--- src/rtl/core/evr_pkg.sv ---
package evr_pkg;

    localparam int RING_DEPTH_DEF  = 256;
    localparam int MAX_RUN_DEF     = 32;
    localparam int QUEUE_DEPTH_DEF = 4;

    // Widths wide enough for the largest ring and run the block supports.
    localparam int SLOT_W  = 16;
    localparam int AVAIL_W = 17;
    localparam int RUN_W   = 7;

    localparam logic [1:0] REQ_EMIT     = 2'd0;
    localparam logic [1:0] REQ_SNAPSHOT = 2'd1;
    localparam logic [1:0] REQ_QUERY    = 2'd2;

    typedef logic [63:0]        word_t;
    typedef logic [SLOT_W-1:0]  slot_t;
    typedef logic [AVAIL_W-1:0] avail_t;
    typedef logic [RUN_W-1:0]   run_t;

    typedef enum logic [1:0] {
        CMD_WRITE,
        CMD_RUN,
        CMD_STATS
    } cmd_kind_t;

    typedef enum logic {
        BK_IDLE,
        BK_RUN
    } back_state_t;

    typedef struct packed {
        logic [1:0]  req_type;
        logic [63:0] event_time;
        logic [63:0] now_time;
        logic [63:0] event_payload;
        logic [63:0] cursor_seq;
        logic [5:0]  event_limit;
    } request_t;

    typedef struct packed {
        logic        has_event;
        logic [63:0] event_seq;
        logic [63:0] event_stamp;
        logic [63:0] event_body;
        logic [63:0] oldest_sequence;
        logic [63:0] next_sequence;
        logic [63:0] lost_count;
        logic        last;
    } result_t;

    typedef struct packed {
        word_t oldest_seq;
        word_t issue_seq;
        word_t lost;
    } stats_t;

    typedef struct packed {
        cmd_kind_t kind;
        slot_t     slot;
        run_t      run_len;
        avail_t    avail;
        word_t     stamp;
        word_t     body;
        stats_t    stats;
    } cmd_t;

    typedef struct packed {
        logic full;
        logic empty;
    } queue_status_t;

endpackage

--- src/rtl/core/evr_queue.sv ---
module evr_queue #(
    parameter int DEPTH = evr_pkg::QUEUE_DEPTH_DEF
) (
    input  logic                   clk,
    input  logic                   rst_n,
    input  logic                   push,
    input  evr_pkg::cmd_t          push_cmd,
    input  logic                   pop,
    output evr_pkg::cmd_t          head_cmd,
    output evr_pkg::queue_status_t status
);

    localparam int QP_W  = (DEPTH > 1) ? $clog2(DEPTH) : 1;
    localparam int CNT_W = $clog2(DEPTH + 1);

    evr_pkg::cmd_t    entries_reg [DEPTH];
    logic [QP_W-1:0]  head_reg;
    logic [QP_W-1:0]  head_next;
    logic [QP_W-1:0]  tail_reg;
    logic [QP_W-1:0]  tail_next;
    logic [CNT_W-1:0] count_reg;
    logic [CNT_W-1:0] count_next;

    assign status.full  = (count_reg == CNT_W'(DEPTH));
    assign status.empty = (count_reg == '0);
    assign head_cmd     = entries_reg[head_reg];

    always_comb
    begin
        head_next  = head_reg;
        tail_next  = tail_reg;
        count_next = count_reg;
        if (push)
        begin
            tail_next = (tail_reg == QP_W'(DEPTH - 1)) ? '0 : tail_reg + 1'b1;
        end
        if (pop)
        begin
            head_next = (head_reg == QP_W'(DEPTH - 1)) ? '0 : head_reg + 1'b1;
        end
        if (push && !pop)
        begin
            count_next = count_reg + 1'b1;
        end
        else if (pop && !push)
        begin
            count_next = count_reg - 1'b1;
        end
    end

    always_ff @(posedge clk or negedge rst_n)
    begin
        if (!rst_n)
        begin
            head_reg  <= '0;
            tail_reg  <= '0;
            count_reg <= '0;
        end
        else
        begin
            head_reg  <= head_next;
            tail_reg  <= tail_next;
            count_reg <= count_next;
        end
    end

    always_ff @(posedge clk)
    begin
        if (push)
        begin
            entries_reg[tail_reg] <= push_cmd;
        end
    end

`ifndef NO_ASSERTIONS
    a_no_push_full: assert property (@(posedge clk) disable iff (!rst_n)
        push |-> !status.full)
        else $error("request written into a full queue");

    a_no_pop_empty: assert property (@(posedge clk) disable iff (!rst_n)
        pop |-> !status.empty)
        else $error("queue popped while empty");

    a_count_grows: assert property (@(posedge clk) disable iff (!rst_n)
        (push && !pop) |=> (count_reg == $past(count_reg) + 1'b1))
        else $error("queue fill count lost a request");
`endif

endmodule

--- config.mk ---
export PLATFORM = sky130hd
export DESIGN_NAME = evr_queue
export DESIGN_NICKNAME = d
export VERILOG_FILES = /design/src/rtl/core/evr_pkg.sv /design/src/rtl/core/evr_queue.sv
export SDC_FILE = /design/constraint.sdc
export NUM_CORES = 1
export LEC_CHECK = 0
export BUFFER_PORTS_ARGS = -buffer_cell sky130_fd_sc_hd__buf_2
export CAP_MARGIN = 20
export CORE_MARGIN = 1.5
export CORE_UTILIZATION = 35
export DETAILED_ROUTE_END_ITERATION = 10
export SYNTH_ARGS = -nofsm -noshare
export SYNTH_HDL_FRONTEND = slang
export SYNTH_SLANG_ARGS = --single-unit
export TNS_END_PERCENT = 50
--- constraint.sdc ---
create_clock -name clk -period 12.6 [get_ports clk]
set_input_delay 0 -clock clk [delete_from_list [all_inputs] [get_ports clk]]
set_output_delay 0 -clock clk [all_outputs]
set_load 0.05 [all_outputs]
==> flow_summary.json <==
{
  "outcome": "complete, no violations",
  "htree_levels": 4,
  "worstPathMaxFanout": 48,
  "core_um2": 150000,
  "drt_iter0_drc": 1460,
  "place_congestion": 0.745,
  "fp-row-count": 142,
  "period_minus_slack_ps": 4930,
  "drive_gt1_frac": 0.378,
  "final_nets": 3818,
  "die_area_um2": 154000,
  "layout_common_cells": "edfxtp_1 (1448), buf_2 (729), dlygate4sd3_1 (677)",
  "p_clk_frac": 0.256,
  "synth_area_leaders": "edfxtp_1 (82%), mux4_2 (15%), buf_12 (1.2%), dfrtp_1 (0.33%), buf_2 (0.29%)",
  "cap_violations": 0,
  "cp_common_cell": "buf_4",
  "tns_ps": 0,
  "p_leak_nw": 24.1,
  "nFillCells": 12300,
  "cts_root_buf": "clkbuf_16",
  "ys_warn_count": 0,
  "start_util": 0.353,
  "synth_top_area_frac": 0.821,
  "maxSlewHeadroom": 0.255,
  "drc": 0,
  "numCtsBuffers": 154,
  "avgSynthCellArea_um2": 27.5,
  "ant_nets": 0,
  "grt-ovfl-total": 0,
  "vdd_drop_max_mv": 0.193,
  "grtUsageTotal": 0.154,
  "max_stage_delay_ps": 920,
  "hold_class": "primary input to flip-flop",
  "post_cts_buffers": 0,
  "routedWlPerCell_um": 21.6,
  "seqCellArea_um2": 43700,
  "slew_violations": 0,
  "ys_ff_latch": 1455,
  "clock_path_buffers": 3,
  "fmax_ghz": 0.203,
  "setup_viol": 0,
  "worstPathCellList": "buf_4 > buf_4 > buf_4 > mux4_2 > buf_2",
  "seqPwrFrac": 0.368,
  "hold_viol_final": 0,
  "internal_power_mw": 10.7,
  "cts.clk_slew.worst_paths_ps": 60,
  "cp-start-kind": "flip-flop",
  "power.density_nw_per_um2": 247,
  "num_vias": 26100,
  "synth.distinct_cells": 21,
  "crit_type": "flip-flop to output port",
  "finalCritPeriodShare": 0.391,
  "worstSetupEndpointType": "output port",
  "worst_slew_pin_slew_ps": 1120,
  "tritoncts": "done",
  "cts_sinks": 1455,
  "die_h_um": 392,
  "p_total_mw": 17.4,
  "grt_max_degree": 140,
  "routed_wl_um": 121000,
  "ys_seq_area_frac": 0.824,
  "final_common_cell": "edfxtp_1",
  "ios": 730,
  "clk_latency_ps": 750,
  "multiInputGateArea_um2": 8380,
  "yosys.area.top_type": "edfxtp_1",
  "grt_pass1_vias": 28100,
  "combPwrFrac": 0.376,
  "grt_pass1_wl_um": 177000,
  "synthCells": 1928,
  "syn_area_um2": 53000,
  "drt_first_pass_iters": 5,
  "grt_antenna_before_repair": 19,
  "largest_register_ffs": 1448,
  "switching_share": 0.385,
  "area_growth_pct": 32.9,
  "placed_cells": 4627,
  "syn_nets": 2301,
  "p_switching_mw": 6.71,
  "vias_per_cell": 4.67,
  "rsz0062_at_grt": "no",
  "dp_hpwl_um": 72700,
  "io_buffers": 729,
  "cp_slowest_cell": "dfrtp_4",
  "final_cells": 5597,
  "critPathArrivalTime_ps": 4930,
  "crit_required_ps": 12600,
  "die_w_um": 392,
  "clock_skew_ps": 39.1
}
==> cell usage after synthesis <==
library cell,n
xnor2_1,1
mux4_2,362
nor2_1,3
nor3_1,1
ha_1,6
o21ai_0,2
buf_4,1
nor3b_1,1
xor2_1,2
mux2_2,3
dfrtp_1,7
buf_6,7
buf_2,31
and2_1,4
fa_1,1
clkbuf_1,8
inv_1,4
edfxtp_1,1448
buf_8,1
buf_12,33
nand2_1,2
==> path summary, 6_finish.rpt <==
check                                       to  cells past startpoint     startpoint  slack (ps)
max                              head_cmd[263]                      5    head_reg[0]        7670
min                        entries_reg[2][122]                      2  push_cmd[122]          50
max reg2reg                entries_reg[3][218]                      5    tail_reg[0]        8440
min reg2reg                       count_reg[2]                      1   count_reg[2]         490
max in group asynchronous          head_reg[1]                      3          rst_n       12010
min in group asynchronous          tail_reg[0]                      3          rst_n         310
==> cell type report <==
| type | count | share of cell area |
|---|---|---|
| antenna | 15 | 0.000533 |
| clock buffer | 190 | 0.0573 |
| clock inverter | 87 | 0.0142 |
| inverter | 4 | 0.000213 |
| multi-input combinational | 388 | 0.119 |
| sequential | 1455 | 0.620 |
| tap | 2016 | 0.0358 |
| timing repair buffer | 1442 | 0.153 |
==> timing repair <==
action | CTS | global route
endpoints found under the hold margin | 1529 | 0
hold buffers | 677 | 0
gates resized for setup | 0 | 0
==> per-layer routing <==
layer  up-vias  global-route usage  wire length [um]
met5         -                   0                66
met2       805               0.252             59400
met4        10              0.0477              3150
li1      11500                   -                 -
met3       194              0.0560             10400
met1     13600               0.190             47700
==> through the flow <==
stage / hold slack, ps / setup WS [ps] / utilization / cell area (um^2)
after floorplan: -296 / 3030 / - / 53000
after global placement: -144 / 8190 / 0.390 / 58500
after detailed placement: -146 / 8180 / 0.390 / 58500
after CTS: 0.509 / 7330 / 0.469 / 70300
after global routing: -12.2 / 7070 / 0.469 / 70400
final: 51.1 / 7670 / 0.469 / 70400
==> power by group through the flow <==
| stage | sequential, mW | combinational [mW] | clock, mW |
|---|---|---|---|
| global route | 6.48 | 6.88 | 4.77 |
| detailed placement | 6.52 | 6.48 | 0 |
| finish | 6.41 | 6.55 | 4.46 |
| CTS | 6.42 | 6.66 | 4.59 |
| global placement | 6.50 | 6.48 | 0 |
| floorplan | 6.72 | 5.16 | 0 |
==> kinds of logic after synthesis <==
group	share of synthesized area
multiplexers	0.154
AND/OR/NAND/NOR	0.00106
adder cells (fa/ha/maj)	0.00179
flip-flops	0.824
XOR/XNOR	0.000496
buffers and inverters	0.0182
AO/OA/AOI/OAI	0.000189
==> worst max-delay path, delay by kind of cell (launching register included) <==
family	cells	cell delay, ps
flip-flops	1	920
multiplexers	1	590
buffers and inverters	4	2510
Power figures use the tool's default switching activity.
