$ cat config.mk
export PLATFORM = sky130hd
export DESIGN_NAME = evr_front
export DESIGN_NICKNAME = d
export VERILOG_FILES = /design/src/rtl/core/evr_pkg.sv /design/src/rtl/core/evr_front.sv
export SDC_FILE = /design/constraint.sdc
export NUM_CORES = 1
export LEC_CHECK = 0
export ABC_AREA = 1
export BUFFER_PORTS_ARGS = -buffer_cell sky130_fd_sc_hd__buf_4
export CAP_MARGIN = 10
export CELL_PAD_IN_SITES_DETAIL_PLACEMENT = 2
export CELL_PAD_IN_SITES_GLOBAL_PLACEMENT = 2
export CORE_MARGIN = 2
export CORE_UTILIZATION = 27
export CTS_CLUSTER_DIAMETER = 40
export DETAILED_ROUTE_END_ITERATION = 8
export PLACE_DENSITY = 0.93
export SYNTH_ARGS = -nofsm -noshare
export SYNTH_HDL_FRONTEND = slang
export SYNTH_SLANG_ARGS = --single-unit
$ cat constraint.sdc
create_clock -name clk -period 8.6 [get_ports clk]
set_input_delay 1.72 -clock clk [delete_from_list [all_inputs] [get_ports clk]]
set_output_delay 1.72 -clock clk [all_outputs]
set_load 0.05 [all_outputs]
$ cat src/rtl/core/evr_pkg.sv
package evr_pkg;

    localparam int RING_DEPTH_DEF  = 256;
    localparam int MAX_RUN_DEF     = 32;
    localparam int QUEUE_DEPTH_DEF = 4;

    // Widths wide enough for the largest ring and run the block supports.
    localparam int SLOT_W  = 16;
    localparam int AVAIL_W = 17;
    localparam int RUN_W   = 7;

    localparam logic [1:0] REQ_EMIT     = 2'd0;
    localparam logic [1:0] REQ_SNAPSHOT = 2'd1;
    localparam logic [1:0] REQ_QUERY    = 2'd2;

    typedef logic [63:0]        word_t;
    typedef logic [SLOT_W-1:0]  slot_t;
    typedef logic [AVAIL_W-1:0] avail_t;
    typedef logic [RUN_W-1:0]   run_t;

    typedef enum logic [1:0] {
        CMD_WRITE,
        CMD_RUN,
        CMD_STATS
    } cmd_kind_t;

    typedef enum logic {
        BK_IDLE,
        BK_RUN
    } back_state_t;

    typedef struct packed {
        logic [1:0]  req_type;
        logic [63:0] event_time;
        logic [63:0] now_time;
        logic [63:0] event_payload;
        logic [63:0] cursor_seq;
        logic [5:0]  event_limit;
    } request_t;

    typedef struct packed {
        logic        has_event;
        logic [63:0] event_seq;
        logic [63:0] event_stamp;
        logic [63:0] event_body;
        logic [63:0] oldest_sequence;
        logic [63:0] next_sequence;
        logic [63:0] lost_count;
        logic        last;
    } result_t;

    typedef struct packed {
        word_t oldest_seq;
        word_t issue_seq;
        word_t lost;
    } stats_t;

    typedef struct packed {
        cmd_kind_t kind;
        slot_t     slot;
        run_t      run_len;
        avail_t    avail;
        word_t     stamp;
        word_t     body;
        stats_t    stats;
    } cmd_t;

    typedef struct packed {
        logic full;
        logic empty;
    } queue_status_t;

endpackage

$ cat src/rtl/core/evr_front.sv
module evr_front #(
    parameter int RING_DEPTH = evr_pkg::RING_DEPTH_DEF,
    parameter int MAX_RUN    = evr_pkg::MAX_RUN_DEF
) (
    input  logic                   clk,
    input  logic                   rst_n,
    input  logic                   start,
    input  evr_pkg::request_t      request,
    input  evr_pkg::queue_status_t q_status,
    output logic                   busy,
    output logic                   push,
    output evr_pkg::cmd_t          push_cmd
);

    localparam int PTR_W  = (RING_DEPTH > 1) ? $clog2(RING_DEPTH) : 1;
    localparam int HELD_W = $clog2(RING_DEPTH + 1);
    localparam int CALC_W = HELD_W + 1;

    logic [63:0]       seq_ctr_reg;
    logic [63:0]       seq_ctr_next;
    logic [63:0]       lost_reg;
    logic [63:0]       lost_next;
    logic [HELD_W-1:0] held_reg;
    logic [HELD_W-1:0] held_next;
    logic [PTR_W-1:0]  wr_ptr_reg;
    logic [PTR_W-1:0]  wr_ptr_next;

    logic              accept;
    logic              is_emit;
    logic              is_snap;
    logic              is_query;
    logic              cursor_future;
    logic [63:0]       after_cursor;
    logic [HELD_W-1:0] avail;
    evr_pkg::run_t     max_ext;
    evr_pkg::run_t     limit;
    evr_pkg::run_t     run_len;
    logic [CALC_W-1:0] ptr_ext;
    logic [CALC_W-1:0] avail_ext;
    logic [CALC_W-1:0] start_slot;
    evr_pkg::stats_t   stats;

    assign busy     = q_status.full;
    assign accept   = start && !busy;
    assign is_emit  = (request.req_type == evr_pkg::REQ_EMIT);
    assign is_snap  = (request.req_type == evr_pkg::REQ_SNAPSHOT);
    assign is_query = (request.req_type == evr_pkg::REQ_QUERY);
    assign push     = accept && (is_emit || is_snap || is_query);

    assign stats.oldest_seq = seq_ctr_reg - 64'(held_reg);
    assign stats.issue_seq  = seq_ctr_reg;
    assign stats.lost       = lost_reg;

    // The events after the cursor reach up to the newest entry, so the run
    // starts avail entries below the next sequence number and takes at most
    // run_len of them from there.
    assign cursor_future = (request.cursor_seq >= seq_ctr_reg);
    assign after_cursor  = seq_ctr_reg - request.cursor_seq - 64'd1;

    always_comb
    begin
        if (cursor_future || (after_cursor >= 64'(held_reg)))
        begin
            avail = held_reg;
        end
        else
        begin
            avail = after_cursor[HELD_W-1:0];
        end
    end

    assign max_ext = evr_pkg::run_t'(request.event_limit);
    assign limit   = (max_ext > evr_pkg::run_t'(MAX_RUN)) ? evr_pkg::run_t'(MAX_RUN)
                                                          : max_ext;
    assign run_len = (evr_pkg::avail_t'(avail) < evr_pkg::avail_t'(limit))
                     ? evr_pkg::run_t'(avail) : limit;

    assign ptr_ext    = CALC_W'(wr_ptr_reg);
    assign avail_ext  = CALC_W'(avail);
    assign start_slot = (ptr_ext >= avail_ext) ? (ptr_ext - avail_ext)
                        : (ptr_ext + CALC_W'(RING_DEPTH) - avail_ext);

    always_comb
    begin
        push_cmd.stats   = stats;
        push_cmd.body    = request.event_payload;
        push_cmd.stamp   = (request.event_time == 64'd0) ? request.now_time
                                                         : request.event_time;
        push_cmd.avail   = evr_pkg::avail_t'(avail);
        push_cmd.run_len = run_len;
        if (is_emit)
        begin
            push_cmd.kind = evr_pkg::CMD_WRITE;
            push_cmd.slot = evr_pkg::slot_t'(wr_ptr_reg);
        end
        else if (is_snap && (run_len != '0))
        begin
            push_cmd.kind = evr_pkg::CMD_RUN;
            push_cmd.slot = evr_pkg::slot_t'(start_slot[PTR_W-1:0]);
        end
        else
        begin
            push_cmd.kind = evr_pkg::CMD_STATS;
            push_cmd.slot = evr_pkg::slot_t'(wr_ptr_reg);
        end
    end

    always_comb
    begin
        seq_ctr_next = seq_ctr_reg;
        lost_next    = lost_reg;
        held_next    = held_reg;
        wr_ptr_next  = wr_ptr_reg;
        if (accept && is_emit)
        begin
            seq_ctr_next = seq_ctr_reg + 64'd1;
            wr_ptr_next  = (wr_ptr_reg == PTR_W'(RING_DEPTH - 1)) ? '0
                                                                  : wr_ptr_reg + 1'b1;
            if (held_reg == HELD_W'(RING_DEPTH))
            begin
                lost_next = lost_reg + 64'd1;
            end
            else
            begin
                held_next = held_reg + 1'b1;
            end
        end
    end

    always_ff @(posedge clk or negedge rst_n)
    begin
        if (!rst_n)
        begin
            seq_ctr_reg <= 64'd1;
            lost_reg    <= '0;
            held_reg    <= '0;
            wr_ptr_reg  <= '0;
        end
        else
        begin
            seq_ctr_reg <= seq_ctr_next;
            lost_reg    <= lost_next;
            held_reg    <= held_next;
            wr_ptr_reg  <= wr_ptr_next;
        end
    end

endmodule

==> results.json, run 1 <==
{
  "synth_flop_cell": "dfrtp_1",
  "hold_buffers": 0,
  "area_growth_pct": 31.9,
  "synth_edf_count": 0,
  "min_from": "seq_ctr_reg[63]",
  "r2r_end": "seq_ctr_reg[63]",
  "numPortBuffers": 486,
  "synth_compound_area_share_pct": 7.99,
  "yosys.area_share.simple_pct": 35.4,
  "fmax_mhz": 111,
  "synth_top_family_by_area": "simple AND/OR/NAND/NOR gates",
  "core-area_mm2": 0.0686,
  "fin_util_pct": 36.0,
  "slew_headroom_pct": 16.3,
  "cpPeakStageDelay_ns": 0.37,
  "yosys-top-cells-area": "dfrtp_1 (19%), nand2_1 (16%), inv_1 (12%)",
  "rrSetupSlack_ns": 3.17,
  "die_h_um": 267,
  "arrival_ns": 7.29,
  "layout-drive-gt1-share_pct": 22.1,
  "crit_path_end_kind": "output port",
  "wire_per_inst_um": 28.2,
  "die-area_mm2": 0.0714,
  "layout.nets": 3894,
  "place_congestion": 0.893,
  "path_max_fanout": 8,
  "fin_area_mm2": 0.0247,
  "dr_total_vias": 23842,
  "cts_max_level": 4,
  "synth_top_area_cell": "dfrtp_1",
  "top_level_ports": 633,
  "required_ns": 6.88,
  "layout_min_cycle_time_ns": 9.01,
  "cts_buffers": 17,
  "first_global_vias": 25544,
  "ys_top_cells_by_count": "nand2_1 (783), inv_1 (612), nor2_1 (283)",
  "async_flop_share_pct": 100,
  "grt_pass1_wl_um": 160000,
  "post-route-period-util_pct": 105,
  "viasPerCell": 5.40,
  "yosysWarnings": 0,
  "seq_area_frac_synth_pct": 19.4,
  "syn_inst": 2996,
  "drtPass1Iterations": 7,
  "cap_violations": 0,
  "final.setup.worst_slack_ns": -0.410,
  "ir_worst_vdd_mv": 0.144,
  "crit_path_start_kind": "input pin",
  "p_leak_nw": 13.4,
  "cts-root-buf": "clkbuf_16",
  "grt_max_degree": 91,
  "setup_viol": 10,
  "final_antenna_net_count": 0,
  "outcome": "complete, but fails checks",
  "syn_area_mm2": 0.0187,
  "dp_hpwl_um": 86900,
  "syn_area_per_cell_um2": 6.24,
  "clk_path_buf_depth": 2,
  "ys_ff_latch": 145,
  "clk_latency_ns": 0.49,
  "rsz0062_at_grt": "true",
  "initial_utilization_pct": 27.3,
  "placementRows": 96,
  "clk_pin_slew_ns": 0.09,
  "holdPathStages": 1,
  "path_common_cell": "nand2_2",
  "cts_sinks": 145,
  "reg2reg_depth": 16,
  "criticalPathCategory": "in -> out",
  "hold_violations": 0,
  "synth.most_common_cell": "nand2_1",
  "synthMuxAreaShare_pct": 0,
  "overflow": 0,
  "antenna_found_initial": 14,
  "grtUsageTotal_pct": 29.7,
  "crit_path_top_delay_cell": "ha_1",
  "hold_path.class": "reg -> reg",
  "drc": 0,
  "drt_wl_total_um": 125000,
  "final_max_slew_viol_count": 0,
  "fin_skew_ns": 0.0307,
  "yosysUniqueCellTypes": 49,
  "synth-adder-area-share_pct": 11.0,
  "min_to": "seq_ctr_reg[63]",
  "worst_pin_slew_ns": 1.25,
  "drt_iter0_drc": 1640,
  "place_area_mm2": 0.0231,
  "regToRegStartpoint": "seq_ctr_reg[0]",
  "die_x_um": 267,
  "yosys.area.top_type_share_pct": 19.3,
  "p_per_area_mw_per_mm2": 164,
  "synth_xor_area_share_pct": 9.88,
  "violations": "setup timing",
  "tritoncts": "yes"
}
-- placed cells by master (no fill, tap or decap), types with 4 or more instances in the layout --
| cell | instances |
|---|---|
| nand3_4 | 11 |
| ha_4 | 12 |
| buf_6 | 10 |
| clkinv_1 | 6 |
| nor4_1 | 49 |
| xnor2_1 | 20 |
| xor2_1 | 185 |
| inv_1 | 597 |
| nand2_1 | 733 |
| ha_1 | 144 |
| a21oi_2 | 4 |
| nor2_2 | 17 |
| dfrtp_1 | 144 |
| nand4_1 | 54 |
| nand2_2 | 50 |
| and2_1 | 6 |
| nor2_1 | 276 |
| nor3_2 | 13 |
| xor2_2 | 5 |
| nand2_4 | 19 |
| inv_2 | 22 |
| clkbuf_16 | 17 |
| diode_2 | 13 |
| nand3_2 | 5 |
| o21ai_0 | 43 |
| inv_6 | 7 |
| nor2_4 | 15 |
| nand3b_1 | 20 |
| nor3_1 | 76 |
| buf_4 | 517 |
| buf_8 | 8 |
| conb_1 | 17 |
| nand3_1 | 130 |
| nor4_2 | 4 |
| a211oi_1 | 4 |
| o21bai_1 | 75 |
| a21oi_1 | 108 |
-- power breakdown --
part	internal, mW	switching (mW)
clock	0.413	0.403
combinational	0.774	1.62
sequential	0.720	0.114
-- layer usage --
layer	part of all wire (%)	up-vias	track usage [%]
li1	-	10110	-
met1	35	11857	30.8
met2	50	1311	55.1
met3	6.8	556	5.22
met4	7.9	8	18.6
met5	0.055	-	0
-- worst max-delay path, delay by kind of cell --
kind,cells,cell delay [ns]
adders and majority gates,3,0.76
and+or+nand+nor,25,2.77
buffers and inverters,6,0.79
xor gates and xnor gates,1,0.17
AOI/OAI and AO/OA,5,0.99
-- how the worst max path moves through the flow --
stage                     cells past startpoint            end        from
after global placement                       41  push_cmd[350]  request[6]
final                                        40  push_cmd[350]  request[8]
after global routing                         35  push_cmd[351]  request[8]
after detailed placement                     44  push_cmd[345]  request[6]
after floorplan                              43  push_cmd[361]  request[6]
after CTS                                    45  push_cmd[349]  request[6]
-- stage by stage --
stage	cells	TNS (ns)	power [mW]	hold WS [ns]	setup slack (ns)
floorplan	3012	0	2.01	0.474	0.0117
global placement	4348	-0.433	2.51	0.483	-0.0568
detailed placement	4348	-5.19	2.68	0.491	-0.558
CTS	4392	0	3.62	0.501	0.0000124
global route	4416	-6.67	4.15	0.538	-0.715
finish	4419	-3.78	4.04	0.501	-0.410
-- kinds of logic (layout without fill, tap and decap cells) --
group,after synthesis,in the layout
xor+xnor,211,211
other cells,1,30
buf+inv,731,1193
fa+ha+maj,162,162
flops,145,145
simple gates,1495,1496
compound gates,251,251
-- repair_timing --
| action | CTS | global route |
|---|---|---|
| cloned | 1 | 0 |
| pin swaps | 25 | 57 |
| setup buffers | 12 | 14 |
| gates resized for setup | 57 | 134 |
| endpoints found under the setup margin | 10 | 16 |
-- area by class of cell --
| type | count | area, um2 |
|---|---|---|
| repair buffers | 535 | 4110 |
| flip-flops and latches | 145 | 3630 |
| diodes | 13 | 32.5 |
| clock inverters | 12 | 125 |
| well taps | 931 | 1160 |
| fillers | 8274 | 43900 |
| clock buffers | 19 | 443 |
| multi-input cells | 2137 | 12800 |
| inverters | 627 | 2360 |
Power figures use the tool's default switching activity.
==> run 2: changes to the inputs <==
--- a/config.mk
+++ b/config.mk
@@ -15,6 +15,7 @@
 export CTS_CLUSTER_DIAMETER = 40
 export DETAILED_ROUTE_END_ITERATION = 8
 export PLACE_DENSITY = 0.93
+export SKIP_LAST_GASP = 1
 export SYNTH_ARGS = -nofsm -noshare
 export SYNTH_HDL_FRONTEND = slang
 export SYNTH_SLANG_ARGS = --single-unit
==> constraint.sdc (replaced) <==
create_clock -name clk -period 8.6 [get_ports clk]
set_input_delay 1.72 -clock clk [delete_from_list [all_inputs] [get_ports clk]]
set_output_delay 1.72 -clock clk [all_outputs]
set_load 0.005 [all_outputs]
==> run 2 against run 1 <==
The flow still finishes with violations (setup timing). Critical path depth fell by 5. Global-route usage increased by 1.5 points. Sequential power down 1%. Maximum frequency is 2.7% lower. Final cell count is 0.25% lower. Setup slack worse by 0.25 ns. Clock-buffer cell count increased by 1. Clock skew is 0.014 ns lower. Register-to-register slack got worse by 0.02 ns. Cell area shrank 0.96%. Total power is 12% lower. Worst hold slack better by 0.0097 ns.
==> results.json, run 2 (synthesis results as in run 1) <==
{
  "fmax_mhz": 108,
  "die_x_um": 267,
  "tritoncts": "yes",
  "setup_viol": 14,
  "drt_iter0_drc": 1524,
  "met2_usage_pct": 57.3,
  "overflow": 0,
  "fillCellCount": 8310,
  "die_h_um": 267,
  "path_max_fanout": 6,
  "worst_pin_slew_ns": 1.36,
  "grt_pass1_wl_um": 168000,
  "grt_max_degree": 90,
  "cts_sinks": 145,
  "die-area_mm2": 0.0714,
  "whs_ns": 0.511,
  "initial_utilization_pct": 27.3,
  "dpl_worst_slack_ns": -0.490,
  "area_growth_pct": 30.6,
  "fin_skew_ns": 0.0166,
  "ir_worst_vdd_mv": 0.162,
  "criticalPathCategory": "in -> out",
  "grtUsageTotal_pct": 31.1,
  "outcome": "complete, but fails checks",
  "final_cell_mix": "nand2_1 (746), inv_1 (601), buf_4 (519), nor2_1 (275), xor2_1 (186)",
  "wire_per_inst_um": 27.7,
  "crit_path_start_kind": "input pin",
  "cts-root-buf": "clkbuf_16",
  "cts_max_level": 4,
  "dr_total_vias": 23899,
  "top_level_ports": 633,
  "layout-drive-gt1-share_pct": 21.4,
  "use_met3_pct": 6.04,
  "slew_headroom_pct": 9.09,
  "grt_use_met1_pct": 32.5,
  "dp_hpwl_um": 86600,
  "cts_buffers": 17,
  "final_antenna_net_count": 0,
  "rsz0062_at_grt": "true",
  "antenna_found_initial": 12,
  "first_global_vias": 26065,
  "grt_busiest_layer": "met2",
  "final.setup.worst_slack_ns": -0.658,
  "final_max_slew_viol_count": 0,
  "violations": "setup timing",
  "crit_path_top_delay_cell": "o21ai_0",
  "clk_latency_ns": 0.50,
  "viasPerCell": 5.42,
  "p_leak_nw": 13.3,
  "arrival_ns": 7.54,
  "required_ns": 6.88,
  "placementRows": 96,
  "regArea_mm2": 0.00363,
  "clk_pin_slew_ns": 0.07,
  "drtPass1Iterations": 6,
  "cap_violations": 0,
  "hold_path.class": "reg -> reg",
  "power.total_mw": 3.55,
  "path_common_cell": "nand2_1",
  "core-area_mm2": 0.0686,
  "place_congestion": 0.908,
  "p_per_area_mw_per_mm2": 145,
  "layout.nets": 3886,
  "cpPeakStageDelay_ns": 0.47,
  "drt_wl_total_um": 122000,
  "clk_path_buf_depth": 2,
  "post-route-period-util_pct": 108,
  "layout_min_cycle_time_ns": 9.26,
  "layout_commonest_cell": "nand2_1",
  "multiInputGateArea_mm2": 0.0127,
  "numPortBuffers": 486,
  "crit_path_end_kind": "output port",
  "hold_violations": 0,
  "drc": 0
}
==> run 2: cell types whose count changed in the layout (fill, tap and decap cells not counted), sizes merged <==
cell / previous run / this run
inv: 627 / 626
buf: 535 / 526
nand3: 146 / 147
clkbuf: 19 / 20
clkinv: 8 / 11
diode: 13 / 9
clkinvlp: 3 / 1
==> run 2: path summary, 6_finish.rpt <==
check / startpoint / endpoint / slack, ns / cells past startpoint
worst max-delay path: request[12] / push_cmd[349] / -0.66 / 35
worst min register to register: lost_reg[50] / lost_reg[50] / 0.51 / 1
max in group asynchronous: rst_n / seq_ctr_reg[50] / 5.71 / 2
worst max register to register: seq_ctr_reg[0] / seq_ctr_reg[63] / 3.15 / 16
worst min-delay path: lost_reg[50] / lost_reg[50] / 0.51 / 1
min in group asynchronous: rst_n / lost_reg[32] / 1.33 / 1
==> run 2: metal layers <==
| layer | part of all wire, % | vias up | routed length (um) |
|---|---|---|---|
| met4 | 7.9 | 6 | 9610 |
| met2 | 50 | 1259 | 61000 |
| met5 | 0.036 | - | 44 |
| met3 | 6.8 | 570 | 8350 |
| met1 | 35 | 11969 | 43100 |
| li1 | - | 10095 | - |
==> run 2: through the flow <==
stage / cells / setup TNS (ns) / utilization (%) / instance area [um2]
5_1_grt: 4408 / -8.28 / 35.6 / 24400
4_1_cts: 4389 / 0 / 34.8 / 23900
3_3_place_gp: 4341 / 0 / 33.5 / 23000
6_report: 4408 / -5.89 / 35.6 / 24400
3_5_place_dp: 4341 / -4.62 / 33.5 / 23000
2_1_floorplan: 3012 / 0 / - / 18800
==> run 2: power breakdown <==
part,switching [mW],total (mW),internal (mW)
clock network,0.399,0.812,0.413
logic,1.21,1.92,0.707
registers,0.102,0.822,0.720
total,1.71,3.55,1.84
==> run 2: layout make-up <==
type / count / share of cell area [%]
multi-input combinational: 2138 / 52.0
inverter: 627 / 9.66
sequential: 145 / 14.9
timing repair buffer: 526 / 16.3
clock buffer: 20 / 1.83
clock inverter: 12 / 0.512
tap: 931 / 4.77
antenna: 9 / 0.0922
==> run 2: worst max-delay path: cells and delay by family <==
| family | cells | cell delay (ns) |
|---|---|---|
| buf+inv | 6 | 0.90 |
| simple gates | 17 | 2.04 |
| fa+ha+maj | 3 | 0.85 |
| xor+xnor | 2 | 0.59 |
| compound gates | 7 | 1.42 |
==> run 2: timing repair <==
item,CTS,global route
resized for setup,46,105
setup endpoints to repair,16,14
gates cloned,2,0
setup buffers,14,10
pin swaps,15,31
hold buffers,0,0
==> run 3: changes to the inputs <==
--- a/config.mk
+++ b/config.mk
@@ -12,6 +12,7 @@
 export CELL_PAD_IN_SITES_GLOBAL_PLACEMENT = 2
 export CORE_MARGIN = 2
 export CORE_UTILIZATION = 27
+export CTS_BUF_LIST = sky130_fd_sc_hd__clkbuf_2 sky130_fd_sc_hd__clkbuf_4 sky130_fd_sc_hd__clkbuf_8
 export CTS_CLUSTER_DIAMETER = 40
 export DETAILED_ROUTE_END_ITERATION = 8
 export PLACE_DENSITY = 0.93
==> run 3 against run 2 <==
The flow still finishes with violations (setup timing). Clock skew up 0.018 ns. Highest routed layer unchanged. Largest cell class unchanged. Non-clock buffer count grew 2. Clock power shrank 24%.
==> results.json, run 3 (synthesis results as in run 1) <==
{
  "outcome": "complete, but fails checks",
  "violations": "setup timing",
  "final_max_slew_viol_count": 0,
  "crit_path_start_kind": "input pin",
  "cts_max_level": 4,
  "crit_path_end_kind": "output port",
  "clk_path_buf_depth": 2,
  "die_x_um": 267,
  "path_common_cell": "nand2_1",
  "die-area_mm2": 0.0714,
  "fin_skew_ns": 0.0343,
  "hold_buffers": 0,
  "p_int_mw": 1.69,
  "swShare_pct": 49.2,
  "required_ns": 6.88,
  "fin_area_mm2": 0.0243,
  "place_congestion": 0.908,
  "top_layer_used": "met5",
  "crit_path_top_delay_cell": "ha_1",
  "layout-drive-gt1-share_pct": 21.8,
  "numPortBuffers": 486,
  "core-area_mm2": 0.0686,
  "final_antenna_net_count": 0,
  "layout_min_cycle_time_ns": 8.86,
  "setup_viol": 10,
  "arrival_ns": 7.14,
  "hold_violations": 0,
  "drc": 0,
  "rsz0062_at_grt": "true",
  "cpPeakStageDelay_ns": 0.35,
  "ir_worst_vdd_mv": 0.112,
  "place_area_mm2": 0.0230,
  "hold_path.class": "reg -> reg",
  "final_cell_mix": "nand2_1 (736), inv_1 (600), buf_4 (518), nor2_1 (275), xor2_1 (185)",
  "grtUsageTotal_pct": 31.0,
  "drt_wl_total_um": 118000,
  "combPwrFrac_pct": 56.8,
  "initial_utilization_pct": 27.3,
  "criticalPathCategory": "in -> out",
  "grt_pass1_wl_um": 167000,
  "tritoncts": "yes",
  "cts_buffers": 17,
  "antenna_found_initial": 11,
  "slew_headroom_pct": 23.7,
  "die_h_um": 267,
  "overflow": 0,
  "drt_iter0_drc": 1278,
  "dr_total_vias": 23459,
  "drt-met1-wl_um": 42000,
  "clk_latency_ns": 0.57,
  "dr_wl_met3_um": 7240,
  "final.setup.worst_slack_ns": -0.256,
  "clk_pin_slew_ns": 0.10,
  "power.share.sequential_pct": 24.7,
  "netSwitchingPower_mw": 1.63,
  "p_clk_share_pct": 18.5,
  "cts-root-buf": "clkbuf_8",
  "top_level_ports": 633,
  "p_leak_nw": 13.3,
  "fmax_mhz": 113,
  "p_per_area_mw_per_mm2": 137,
  "cap_violations": 0,
  "grt_max_degree": 90,
  "drtPass1Iterations": 5,
  "worst_pin_slew_ns": 1.14,
  "post-route-period-util_pct": 103,
  "layout.nets": 3888,
  "layout_commonest_cell": "nand2_1",
  "wire_per_inst_um": 26.7,
  "whs_ns": 0.516,
  "wl_met2_um": 60100,
  "path_max_fanout": 6,
  "first_global_vias": 25948,
  "placementRows": 96,
  "cts_sinks": 145,
  "area_growth_pct": 29.9,
  "dp_hpwl_um": 86600,
  "viasPerCell": 5.32
}
[run 3: changes by cell type in the layout (fill, tap and decap cells not counted), sizes merged]
cell      previous run  this run
buf                526       528
clkinvlp             1         2
inv                626       625
[run 3: layout make-up]
| class | instances | area [um2] |
|---|---|---|
| multi-input combinational | 2138 | 12700 |
| clock inverter | 12 | 125 |
| clock buffer | 20 | 263 |
| sequential | 145 | 3630 |
| tap | 931 | 1160 |
| fill | 8247 | 44300 |
| inverter | 627 | 2360 |
| timing repair buffer | 528 | 4010 |
| antenna | 9 | 22.5 |
[run 3: stage by stage]
stage	power [mW]	cells	setup WS [ns]	utilization [%]	setup TNS [ns]
after CTS	2.99	4387	0.00648	34.5	0
after detailed placement	2.24	4341	-0.490	33.5	-4.62
after global routing	3.43	4410	-0.489	35.4	-3.94
after floorplan	1.55	3012	0.635	-	0
final	3.32	4410	-0.256	35.4	-2.02
after global placement	2.09	4341	0.116	33.5	0
[run 3: power groups by stage]
stage / Combinational (mW) / Sequential [mW] / Clock (mW)
2_1_floorplan: 0.770 / 0.780 / 0
3_3_place_gp: 1.29 / 0.802 / 0
3_5_place_dp: 1.43 / 0.811 / 0
4_1_cts: 1.56 / 0.806 / 0.621
5_1_grt: 1.97 / 0.823 / 0.638
6_report: 1.89 / 0.821 / 0.615
[run 3: worst max-delay path: cells and delay by family]
kind	cells	cell delay, ns
AOI/OAI and AO/OA	4	0.59
xor gates and xnor gates	2	0.53
adders and majority gates	3	0.85
buffers and inverters	11	1.24
and+or+nand+nor	20	2.20
[run 3: path summary, 6_finish.rpt]
kind | from | to | slack, ns | cells past startpoint
worst min register to register | seq_ctr_reg[63] | seq_ctr_reg[63] | 0.52 | 1
min in group asynchronous | rst_n | lost_reg[32] | 1.25 | 1
worst min-delay path | seq_ctr_reg[63] | seq_ctr_reg[63] | 0.52 | 1
max in group asynchronous | rst_n | seq_ctr_reg[48] | 5.84 | 2
worst max-delay path | request[6] | push_cmd[351] | -0.26 | 40
worst max register to register | held_reg[1] | lost_reg[62] | 3.30 | 19
[run 3: what timing repair did]
item	4_1_cts	5_1_grt
resized for setup	41	121
setup endpoints to repair	16	11
buffers inserted	12	14
pin swaps	14	55
gates cloned	2	0
[run 3: metal layers]
layer,track usage [%],up-vias
met2,57.6,1124
li1,-,10110
met1,32.2,11759
met3,5.72,464
met4,19.3,2
met5,0,-
